--- config.mk ---
export PLATFORM = sky130hd
export DESIGN_NAME = fir_filter_loadable_taps
export DESIGN_NICKNAME = d
export VERILOG_FILES = /design/src/firlt_pkg.sv /design/src/firlt_ctrl.sv /design/src/firlt_dp.sv /design/src/fir_filter_loadable_taps.sv
export SDC_FILE = /design/constraint.sdc
export NUM_CORES = 2
export LEC_CHECK = 0
export ABC_AREA = 1
export BUFFER_PORTS_ARGS = -buffer_cell sky130_fd_sc_hd__buf_2
export CAP_MARGIN = 20
export CORE_ASPECT_RATIO = 0.5
export CORE_MARGIN = 2
export CORE_UTILIZATION = 45
export DETAILED_ROUTE_END_ITERATION = 7
export PLACE_DENSITY = 0.6
export RECOVER_POWER = 100
export SLEW_MARGIN = 5
export SYNTH_ARGS = -nofsm -noshare
export SYNTH_HDL_FRONTEND = slang
export SYNTH_SLANG_ARGS = --single-unit
--- constraint.sdc ---
create_clock -name i_clk -period 14.9 [get_ports i_clk]
set_input_delay 2.98 -clock i_clk [delete_from_list [all_inputs] [get_ports i_clk]]
set_output_delay 2.98 -clock i_clk [all_outputs]
set_load 0.005 [all_outputs]
--- src/firlt_pkg.sv ---
package firlt_pkg;

    // width of the taps-in-use register and of the coefficient index field
    localparam int CFG_BITS      = 7;
    localparam int COEF_IDX_BITS = 6;

    localparam logic [CFG_BITS-1:0] TAPS_RESET = 7'd63;

    // item kinds carried on the input tuser bit
    localparam logic OP_LOAD   = 1'b0;
    localparam logic OP_SAMPLE = 1'b1;

    // commands from the controller to the datapath
    typedef struct packed {
        logic coef_wr;    // write one tap weight
        logic smp_shift;  // shift a new sample into the delay line
        logic acc_clr;    // clear the accumulator
        logic issue;      // one mac step: read tap, rotate delay line
        logic use_tap;    // this step lies inside the taps in use
        logic fin_load;   // round, saturate and load the output register
    } t_dp_cmd;

    // status from the datapath to the controller
    typedef struct packed {
        logic out_free;   // output register can take a new result
    } t_dp_sts;

endpackage

--- src/firlt_ctrl.sv ---
module firlt_ctrl #(
    parameter int MAX_TAPS = 64
) (
    input  logic                           i_clk,
    input  logic                           i_rst_n,
    input  logic                           i_in_valid,
    input  logic                           i_in_op,
    output logic                           o_in_ready,
    input  logic                           i_cfg_wr_en,
    input  logic [firlt_pkg::CFG_BITS-1:0] i_cfg_wr_data,
    input  firlt_pkg::t_dp_sts             i_sts,
    output firlt_pkg::t_dp_cmd             o_cmd,
    output logic [$clog2(MAX_TAPS)-1:0]    o_step_addr
);
    import firlt_pkg::*;

    localparam int IDX_W = $clog2(MAX_TAPS);
    localparam int CMP_W = (IDX_W > CFG_BITS) ? IDX_W : CFG_BITS;
    localparam logic [IDX_W-1:0] LAST_STEP = IDX_W'(MAX_TAPS - 1);

    typedef enum logic [2:0] {
        ST_IDLE,
        ST_RUN,
        ST_DRAIN1,
        ST_DRAIN2,
        ST_FIN
    } t_state;

    t_state               r_state, n_state;
    logic [IDX_W-1:0]     r_step, n_step;
    logic [CFG_BITS-1:0]  r_taps_in_use;
    logic                 w_accept;

    assign o_in_ready  = (r_state == ST_IDLE) && i_rst_n;
    assign w_accept    = i_in_valid && o_in_ready;
    assign o_step_addr = r_step;

    always_comb begin
        n_state = r_state;
        n_step  = r_step;
        o_cmd   = '0;
        unique case (r_state)
            ST_IDLE: begin
                if (w_accept) begin
                    if (i_in_op == OP_SAMPLE) begin
                        o_cmd.smp_shift = 1'b1;
                        o_cmd.acc_clr   = 1'b1;
                        n_step          = '0;
                        n_state         = ST_RUN;
                    end else begin
                        o_cmd.coef_wr = 1'b1;
                    end
                end
            end
            ST_RUN: begin
                o_cmd.issue   = 1'b1;
                // step index is always below the store depth, so this also caps at it
                o_cmd.use_tap = CMP_W'(r_step) < CMP_W'(r_taps_in_use);
                if (r_step == LAST_STEP) begin
                    n_state = ST_DRAIN1;
                end else begin
                    n_step = r_step + 1'b1;
                end
            end
            ST_DRAIN1: n_state = ST_DRAIN2;
            ST_DRAIN2: n_state = ST_FIN;
            ST_FIN: begin
                if (i_sts.out_free) begin
                    o_cmd.fin_load = 1'b1;
                    n_state        = ST_IDLE;
                end
            end
            default: n_state = ST_IDLE;
        endcase
    end

    always_ff @(posedge i_clk) begin
        if (!i_rst_n) begin
            r_state       <= ST_IDLE;
            r_step        <= '0;
            r_taps_in_use <= TAPS_RESET;
        end else begin
            r_state <= n_state;
            r_step  <= n_step;
            if (i_cfg_wr_en) begin
                r_taps_in_use <= i_cfg_wr_data;
            end
        end
    end

endmodule

--- src/firlt_dp.sv ---
module firlt_dp #(
    parameter int MAX_TAPS    = 64,
    parameter int SAMPLE_BITS = 16,
    parameter int COEF_BITS   = 18
) (
    input  logic                                i_clk,
    input  logic                                i_rst_n,
    input  firlt_pkg::t_dp_cmd                  i_cmd,
    input  logic [$clog2(MAX_TAPS)-1:0]         i_step_addr,
    input  logic [firlt_pkg::COEF_IDX_BITS-1:0] i_coef_index,
    input  logic signed [COEF_BITS-1:0]         i_coef_value,
    input  logic signed [SAMPLE_BITS-1:0]       i_sample,
    input  logic                                i_out_ready,
    output firlt_pkg::t_dp_sts                  o_sts,
    output logic                                o_out_valid,
    output logic signed [SAMPLE_BITS-1:0]       o_filtered,
    output logic                                o_saturated
);
    import firlt_pkg::*;

    localparam int IDX_W  = $clog2(MAX_TAPS);
    localparam int PROD_W = COEF_BITS + SAMPLE_BITS;
    localparam int ACC_W  = PROD_W + IDX_W;
    localparam int FRAC   = COEF_BITS - 1;

    localparam logic signed [ACC_W:0] HALF   = (ACC_W+1)'(1) << (FRAC - 1);
    localparam logic signed [ACC_W:0] SAT_HI = (ACC_W+1)'((1 << (SAMPLE_BITS - 1)) - 1);
    localparam logic signed [ACC_W:0] SAT_LO = -SAT_HI - 1;
    localparam logic signed [SAMPLE_BITS-1:0] OUT_MAX = {1'b0, {(SAMPLE_BITS-1){1'b1}}};
    localparam logic signed [SAMPLE_BITS-1:0] OUT_MIN = {1'b1, {(SAMPLE_BITS-1){1'b0}}};

    // tap store with per-entry valid bits, unwritten entries read as zero
    logic [COEF_BITS-1:0]          r_tap_mem [MAX_TAPS];
    logic [MAX_TAPS-1:0]           r_tap_vld;
    logic signed [SAMPLE_BITS-1:0] r_dly [MAX_TAPS];

    logic signed [COEF_BITS-1:0]   r_tap_q;
    logic signed [SAMPLE_BITS-1:0] r_smp_q;
    logic                          r_s1_v, r_s1_ok, r_s2_v;
    logic signed [PROD_W-1:0]      r_prod;
    logic signed [ACC_W-1:0]       r_acc;

    logic                          r_out_vld, r_out_sat;
    logic signed [SAMPLE_BITS-1:0] r_out_filt;

    logic                          w_wr_ok;
    logic [IDX_W-1:0]              w_wr_addr;
    logic signed [ACC_W:0]         w_acc_x, w_rnd, w_q;
    logic                          w_hi, w_lo;

    assign w_wr_ok   = i_cmd.coef_wr && (int'(i_coef_index) < MAX_TAPS);
    assign w_wr_addr = IDX_W'(i_coef_index);

    always_ff @(posedge i_clk) begin
        if (w_wr_ok) begin
            r_tap_mem[w_wr_addr] <= i_coef_value;
        end
        if (i_cmd.issue) begin
            r_tap_q <= r_tap_mem[i_step_addr];
            r_smp_q <= r_dly[0];
        end
    end

    always_ff @(posedge i_clk) begin
        if (!i_rst_n) begin
            r_tap_vld <= '0;
        end else if (w_wr_ok) begin
            r_tap_vld[w_wr_addr] <= 1'b1;
        end
    end

    // delay line: shift on a new sample, rotate one place per mac step so
    // that the tap being worked sits at position 0 and a full pass realigns
    always_ff @(posedge i_clk) begin
        if (!i_rst_n) begin
            for (int i = 0; i < MAX_TAPS; i++) begin
                r_dly[i] <= '0;
            end
        end else if (i_cmd.smp_shift) begin
            r_dly[0] <= i_sample;
            for (int i = 1; i < MAX_TAPS; i++) begin
                r_dly[i] <= r_dly[i-1];
            end
        end else if (i_cmd.issue) begin
            for (int i = 0; i < MAX_TAPS - 1; i++) begin
                r_dly[i] <= r_dly[i+1];
            end
            r_dly[MAX_TAPS-1] <= r_dly[0];
        end
    end

    always_ff @(posedge i_clk) begin
        if (!i_rst_n) begin
            r_s1_v  <= 1'b0;
            r_s1_ok <= 1'b0;
            r_s2_v  <= 1'b0;
        end else begin
            r_s1_v  <= i_cmd.issue;
            r_s1_ok <= i_cmd.issue && i_cmd.use_tap && r_tap_vld[i_step_addr];
            r_s2_v  <= r_s1_v;
        end
    end

    always_ff @(posedge i_clk) begin
        if (r_s1_ok) begin
            r_prod <= r_tap_q * r_smp_q;
        end else begin
            r_prod <= '0;
        end
        if (i_cmd.acc_clr) begin
            r_acc <= '0;
        end else if (r_s2_v) begin
            r_acc <= r_acc + ACC_W'(r_prod);
        end
    end

    // round half up, drop the fraction, clip to the sample range
    assign w_acc_x = (ACC_W+1)'(r_acc);
    assign w_rnd   = w_acc_x + HALF;
    assign w_q     = w_rnd >>> FRAC;
    assign w_hi    = w_q > SAT_HI;
    assign w_lo    = w_q < SAT_LO;

    always_ff @(posedge i_clk) begin
        if (!i_rst_n) begin
            r_out_vld <= 1'b0;
        end else if (i_cmd.fin_load) begin
            r_out_vld <= 1'b1;
        end else if (i_out_ready) begin
            r_out_vld <= 1'b0;
        end
    end

    always_ff @(posedge i_clk) begin
        if (i_cmd.fin_load) begin
            r_out_sat  <= w_hi || w_lo;
            r_out_filt <= w_hi ? OUT_MAX : (w_lo ? OUT_MIN : w_q[SAMPLE_BITS-1:0]);
        end
    end

    assign o_sts.out_free = !r_out_vld || i_out_ready;
    assign o_out_valid    = r_out_vld;
    assign o_filtered     = r_out_filt;
    assign o_saturated    = r_out_sat;

endmodule

--- src/fir_filter_loadable_taps.sv ---
// channel   | direction | signals        | beat contents
// ----------+-----------+----------------+---------------------------------------------
// s_axis    | in        | tvalid/tready  | tuser: op; tdata: coef_index, coef_value,
//           |           |                | sample (lowest bits first)
// m_axis    | out       | tvalid/tready  | tuser: saturated; tdata: filtered
// cfg       | in        | wr_en/wr_data  | taps_in_use, written on any edge with wr_en
//
// a coefficient-load beat leaves the block idle, ready for the next beat, and gives no result
// a sample beat holds off the next beat while one shared multiply-accumulate
// walks every tap slot of the store, then through the two pipeline drain states
// and the rounding state, which waits for the output register to be free
// reset is synchronous; it clears the delay line, the tap valid bits and sets
// taps_in_use to 63
// a result waiting in the output register does not block the next beat; only
// the rounding step waits for it to be taken
module fir_filter_loadable_taps #(
    parameter int MAX_TAPS    = 64,
    parameter int SAMPLE_BITS = 16,
    parameter int COEF_BITS   = 18
) (
    input  logic                           i_clk,
    input  logic                           i_rst_n,
    input  logic                           s_axis_tvalid,
    output logic                           s_axis_tready,
    // coef_index [5:0], coef_value, sample, zero padding to whole bytes
    input  logic [((firlt_pkg::COEF_IDX_BITS + COEF_BITS + SAMPLE_BITS + 7) / 8) * 8 - 1:0]
                                           s_axis_tdata,
    // op (0 = load coefficient, 1 = filter sample)
    input  logic                           s_axis_tuser,
    output logic                           m_axis_tvalid,
    input  logic                           m_axis_tready,
    // filtered, zero padding to whole bytes
    output logic [((SAMPLE_BITS + 7) / 8) * 8 - 1:0] m_axis_tdata,
    // saturated
    output logic                           m_axis_tuser,
    input  logic                           i_cfg_wr_en,
    input  logic [firlt_pkg::CFG_BITS-1:0] i_cfg_wr_data
);
    import firlt_pkg::*;

    localparam int IDX_W    = $clog2(MAX_TAPS);
    localparam int OUT_W    = ((SAMPLE_BITS + 7) / 8) * 8;
    localparam int COEF_LSB = COEF_IDX_BITS;
    localparam int SMP_LSB  = COEF_IDX_BITS + COEF_BITS;

    t_dp_cmd                       w_cmd;
    t_dp_sts                       w_sts;
    logic [IDX_W-1:0]              w_step_addr;
    logic [COEF_IDX_BITS-1:0]      w_coef_index;
    logic signed [COEF_BITS-1:0]   w_coef_value;
    logic signed [SAMPLE_BITS-1:0] w_sample;
    logic [SAMPLE_BITS-1:0]        w_filtered;

    // unpack the input beat
    assign w_coef_index = s_axis_tdata[COEF_IDX_BITS-1:0];
    assign w_coef_value = s_axis_tdata[COEF_LSB +: COEF_BITS];
    assign w_sample     = s_axis_tdata[SMP_LSB +: SAMPLE_BITS];

    firlt_ctrl #(
        .MAX_TAPS (MAX_TAPS)
    ) u_ctrl (
        .i_clk         (i_clk),
        .i_rst_n       (i_rst_n),
        .i_in_valid    (s_axis_tvalid),
        .i_in_op       (s_axis_tuser),
        .o_in_ready    (s_axis_tready),
        .i_cfg_wr_en   (i_cfg_wr_en),
        .i_cfg_wr_data (i_cfg_wr_data),
        .i_sts         (w_sts),
        .o_cmd         (w_cmd),
        .o_step_addr   (w_step_addr)
    );

    firlt_dp #(
        .MAX_TAPS    (MAX_TAPS),
        .SAMPLE_BITS (SAMPLE_BITS),
        .COEF_BITS   (COEF_BITS)
    ) u_dp (
        .i_clk        (i_clk),
        .i_rst_n      (i_rst_n),
        .i_cmd        (w_cmd),
        .i_step_addr  (w_step_addr),
        .i_coef_index (w_coef_index),
        .i_coef_value (w_coef_value),
        .i_sample     (w_sample),
        .i_out_ready  (m_axis_tready),
        .o_sts        (w_sts),
        .o_out_valid  (m_axis_tvalid),
        .o_filtered   (w_filtered),
        .o_saturated  (m_axis_tuser)
    );

    // pack the result beat, upper bits zero
    assign m_axis_tdata = OUT_W'(w_filtered);

endmodule

* Word level (Yosys, flattened, before mapping)
Memory sizes are Yosys's and may differ from the RTL's. A register that Yosys moved wholly into a read port is not among the register bits. Cells that the tools add are included.
Storage, ports and cells: memories 2, memory bits (writable) 2176, input port bits 53, register bits 191, output and inout bits 19
Cells by class: equal/unequal tests 10, add/subtract/negate cells 3, bitwise gates (word level) 129, order comparisons 6, reductions and logical operators 13, multiplexer cells 161, $mul 1
Memories:
- u_dp.r_tap_mem | depth 64, bits a word 18, read ports 1, clocked after memory_dff 1, write ports 1, RTL line firlt_dp.sv:33 | logic [COEF_BITS-1:0] r_tap_mem [MAX_TAPS];
- u_dp.r_dly | depth 64, bits a word 16, read ports 64, clocked after memory_dff 0, write ports 64, RTL line firlt_dp.sv:35 | logic signed [SAMPLE_BITS-1:0] r_dly [MAX_TAPS];
Operator list (number):
- two-way mux 16 bit | 129
- bitwise OR 1 bit | 128
- bitwise OR 64 bit | 1
- adder 40 x 18 -> 41 bit (second input constant) | 1
- adder 40 x 34 -> 40 bit | 1
- multiplier 18 x 16 -> 34 bit | 1
- greater-than comparator 24 x 16 -> 1 bit (second input constant) | 1
- less-than comparator 24 x 16 -> 1 bit (second input constant) | 1
- two-way mux 3 bit | 6
- two-way mux 6 bit | 3
- two-way mux 1 bit | 17
- one-hot mux 3 bit (5 select lines) | 1
- less-than comparator 6 x 7 -> 1 bit (second input constant) | 2
- one-hot mux 6 bit (2 select lines) | 1
- AND reduction 4 bit | 2
- less-than comparator 6 x 7 -> 1 bit | 1
- adder 6 x 1 -> 6 bit (second input constant) | 1
- binary-select mux 1 bit (select 6 bit) | 1
- demux 1 bit (select 6 bit) | 1
- == test 3 x 2 -> 1 bit (second input constant) | 2
- == test 6 bit (second input constant) | 1
- >= comparator 6 x 1 -> 1 bit (second input constant) | 1
- != test 2 x 1 -> 1 bit (second input constant) | 3
- logical AND 1 bit | 5
- 8 further kinds | 12

* Depth between registers and ports, before layout
depth in word-level cells 10, depth in mapped cells 26, gate-level depth less buffers 24

* By module
A second synthesis with hierarchy kept.
Unflattened totals: cells, all modules 10484, area, all modules 111563.2 um2
By module, submodules not included:
- firlt_dp | seq. area each 69716.9 um2, times used 1, area each 110602.3 um2, cells an instance 10341
- firlt_ctrl | seq. area each 320.3 um2, times used 1, area each 960.9 um2, cells an instance 143

* Worst setup path before layout
OpenSTA, ideal clock, no wires.
path type input to register, start in i_rst_n, end mem u_dp.r_dly[0][0], enable pin, path slack -0.917 ns, arrival time 12.123 ns, required time 11.206 ns, library setup time 3.694 ns, stages 7, buffers on the path 3, cell sequence inv_2 > nor2_1 > inv_1 > buf_2 > clkbuf_1 > buf_2 > nand2_1
RTL lines:
- start: declaration | RTL line fir_filter_loadable_taps.sv:22 | input logic i_rst_n,
- end: declaration | RTL line firlt_dp.sv:35

==> impl_results.md <==
* Status: complete, but fails checks
* Failing checks: capacitance limit, slew limit
* Die H at 353 um
* Warnings, synthesis at 0
* Clock Latency Late Sink at 0.91 ns
* FILL cells at 21,381
* Initial antenna violation count at 7
* Delay-heaviest family, CP: buffers and inverters
* Final Hold Fails at 0
* Share of cells above drive strength 1 at 5.09%
* Hold Path Class: reg2reg
* Setup TNS at 0 ns
* CTS resizes at 0
* PortBufs at 71
* Startpoint Class: input port
* CP arrival at 10.51 ns
* CP cell instances: clkbuf_1, clkinvlp_2, nor2_1, inv_8, nand2_8, clkbuf_1
* GRT Util Overall at 20.3%
* Setup bufs post-CTS at 0
* Via/cell ratio at 5.44
* Total CTS buffers at 219
* Cell count after placement at 12,536
* # rows at 127
* R2R setup slack at 5.06 ns
* Seq/Total Area, Yosys at 64.0%
* Hold path start: u_dp.r_dly[0][9]
* Total wire length at 256,000 um
* FMAX at 0.0984 GHz
* Vias at 70,394
* Netlist Area Pre-Place at 109,000 um2
* CP Data Required Time at 15.25 ns
* Final worst path period share at 68.2%
* CTS Hold Bufs at 0
* Drt first-iter violations at 7,157
* WL met2 at 117,000 um
* RD Place Congestion at 0.899
* ANT nets after route at 0
* Core Region at 241,000 um2
* Leading area contributor after synthesis: edfxtp_1
* Die X at 701 um
* Yosys reg bits at 2,385
* Slack of the critical path at 4.74 ns
* DR pass1 iterations at 8
* TritonCTS clock tree: yes
* Slew headroom at -191%
* Final HPWL DP at 151,000 um
* Initial core utilization at 45.5%
* Critical path peak fanout at 122
* Most Frequent Cell on Critical Path: clkbuf_1
* Mean post-synth cell area at 11.3 um2
* GRT Residual Overflow at 0
* CTS root buf: clkbuf_16
* Setup CP Type: in2reg
* Largest net degree at the start of global routing at 221
* CTS clk-pin slew, worst paths at 0.06 ns
* CTS Buffer Depth at 4
* Layout area overhead at 8.73%
* Hold EP: u_dp.r_smp_q[9]
* Top Ports at 72
* Max Slew Vio Count at 2,521
* Storage element area at 70,000 um2
* Top FF cell, synth: edfxtp_1
* Worst-Margin Slew at 4.37 ns
* Wirelength per Cell at 19.8 um
* Final setup violating endpoints at 0
* Syn Inst Count at 9,670
* Final nets at 10,012
* RSZ-0062 raised after global routing: false
* First-pass GRT wire length at 398,000 um
* Worst clock skew at 0.0835 ns
* Routed met3 length at 14,600 um
* Worst r2r path cells at 9
* Syn Nets at 10,146
* Ranking of synthesized cells by area: edfxtp_1 61%, o22ai_1 6.6%, inv_1 5.9%, fa_1 5.3%, nor2_1 3.3%
* Tmin final at 10.16 ns
* Crit. End Element: register
* Yosys cell types at 52
* Vias in the first global route at 68,171
* Drt drc at 0
* CP bufs+invs at 4
* Area share of the largest cell type after synthesis at 61.1%
* Worst hold stages at 0
* Area of the multi-input gates at 30,400 um2
* Number of flops mapped to enable cells by yosys at 2,227
* Die Area at 247,000 um2
* Reg-to-Reg Start: u_ctrl.o_step_addr[0]
* CTS H-tree lvls at 4
* Num Clock Sinks at 2,385
* Place WS at 7.16 ns
* Fraction of registers with async set/reset at 0%
* Hold Slack at 0.451 ns
* Max_cap viols at 50
* Finished Layout Cells at 12,934
* Worst path slowest cell: clkbuf_1
* Met1 Wirelength at 119,000 um
* DR top layer: met5
* Max incr delay on CP at 2.76 ns
* FF-to-FF End: u_dp.r_tap_q[1]
## cells by family (layout without fill, tap and decap cells)
family | count (synthesis) | after routing | synth area share, %
DFF | 2385 | 2385 | 64.0
buffers and inverters | 2324 | 2362 | 8.21
and+or+nand+nor | 2256 | 2256 | 8.46
AOI/OAI and AO/OA | 2242 | 2242 | 12.2
adders and majority gates | 423 | 423 | 6.83
xor gates and xnor gates | 40 | 40 | 0.327
other | 0 | 1 | 0
## worst register-to-register path, stage by stage (launching register included)
cell and delay [ns]:
dfxtp_4 0.87, clkbuf_1 1.94, clkbuf_1 2.44, clkbuf_1 2.74, o21ai_0 0.41, o221ai_1 0.39, o211ai_1 0.24, nand4_1 0.23
nand3_1 0.15, nand2_1 0.23
## Yosys cell counts (6+ instances only)
library cell  number
clkbuf_1         354
xnor2_1           11
buf_4              8
inv_1           1724
nor2_2             6
nor2_1           954
nand2_2           13
inv_2             26
dfxtp_1          158
a21oi_1          179
a31oi_1            7
xor2_1            28
o22ai_1         1160
nor3_2            10
buf_2            161
or2_2              6
nand2_1          936
ha_1             132
o211ai_1          28
fa_1             291
o221ai_1         123
buf_1             44
a21o_1             8
edfxtp_1        2227
nor3_1            27
nand2_4           11
nand3_1          195
o21ai_0          704
nand4_1           82
o21bai_1          12
## layer usage
metal,global-route usage (%),up-vias
li1,-,33317
met1,30.0,34929
met2,32.0,1814
met3,2.75,326
met4,4.68,8
met5,0,-
## worst max-delay path by stage
| stage | start | end | cells past startpoint |
|---|---|---|---|
| after floorplan | i_rst_n | u_dp.r_dly[0][0] | 7 |
| after global placement | i_rst_n | u_dp.r_dly[2][242] | 7 |
| after detailed placement | i_rst_n | u_dp.r_dly[3][188] | 7 |
| after CTS | i_rst_n | u_dp.r_dly[2][174] | 7 |
| after global routing | i_rst_n | u_dp.r_dly[0][178] | 10 |
| final | i_rst_n | u_dp.r_dly[3][198] | 6 |
## flip-flops by register name (all words and copies together), names as in the netlist, 3 cells and up
signal	flops
u_ctrl.o_step_addr	6
u_dp.r_tap_vld	64
u_dp.r_prod	34
u_dp.r_tap_mem	1152
u_ctrl.r_state	3
u_dp.r_acc	40
u_dp.r_tap_q	18
u_dp.o_filtered	16
u_dp.r_smp_q	16
u_ctrl.r_taps_in_use	7
u_dp.r_dly	1024
## final cells by class
class,instances,share of cell area [%]
clock inverter,93,0.554
tap,3225,3.39
inverter,1755,5.56
timing repair buffer,214,0.999
sequential,2385,58.9
clock buffer,300,5.07
antenna,1,0.00210
multi-input combinational,4961,25.6
## cells in the final DEF, fill, tap and decap left out, types with 12 or more instances in the layout
cell type | synthesis | layout
ha_1 | 132 | 132
dfxtp_1 | 158 | 154
o21ai_0 | 704 | 705
clkbuf_1 | 354 | 155
buf_2 | 161 | 65
nand3_1 | 195 | 198
clkbuf_16 | 0 | 226
clkinv_1 | 5 | 43
o22ai_1 | 1160 | 1160
xor2_1 | 28 | 28
nand2_1 | 936 | 940
buf_4 | 8 | 51
inv_2 | 26 | 14
inv_1 | 1724 | 1732
o221ai_1 | 123 | 123
nand4_1 | 82 | 82
o21bai_1 | 12 | 12
clkinv_2 | 0 | 35
fa_1 | 291 | 291
nor2_1 | 954 | 947
nor2_2 | 6 | 16
a21oi_1 | 179 | 179
nor3_1 | 27 | 28
o211ai_1 | 28 | 28
edfxtp_1 | 2227 | 2227
## through the flow
stage / util [%] / cell area (um2)
finish: 49.4 / 119000
CTS: 49.6 / 119000
floorplan: - / 109000
global route: 49.4 / 119000
detailed placement: 46.8 / 113000
global placement: 46.8 / 113000
Power is not shown: default switching activity piles up to over one toggle a cycle in this logic, so the estimate is an artifact.
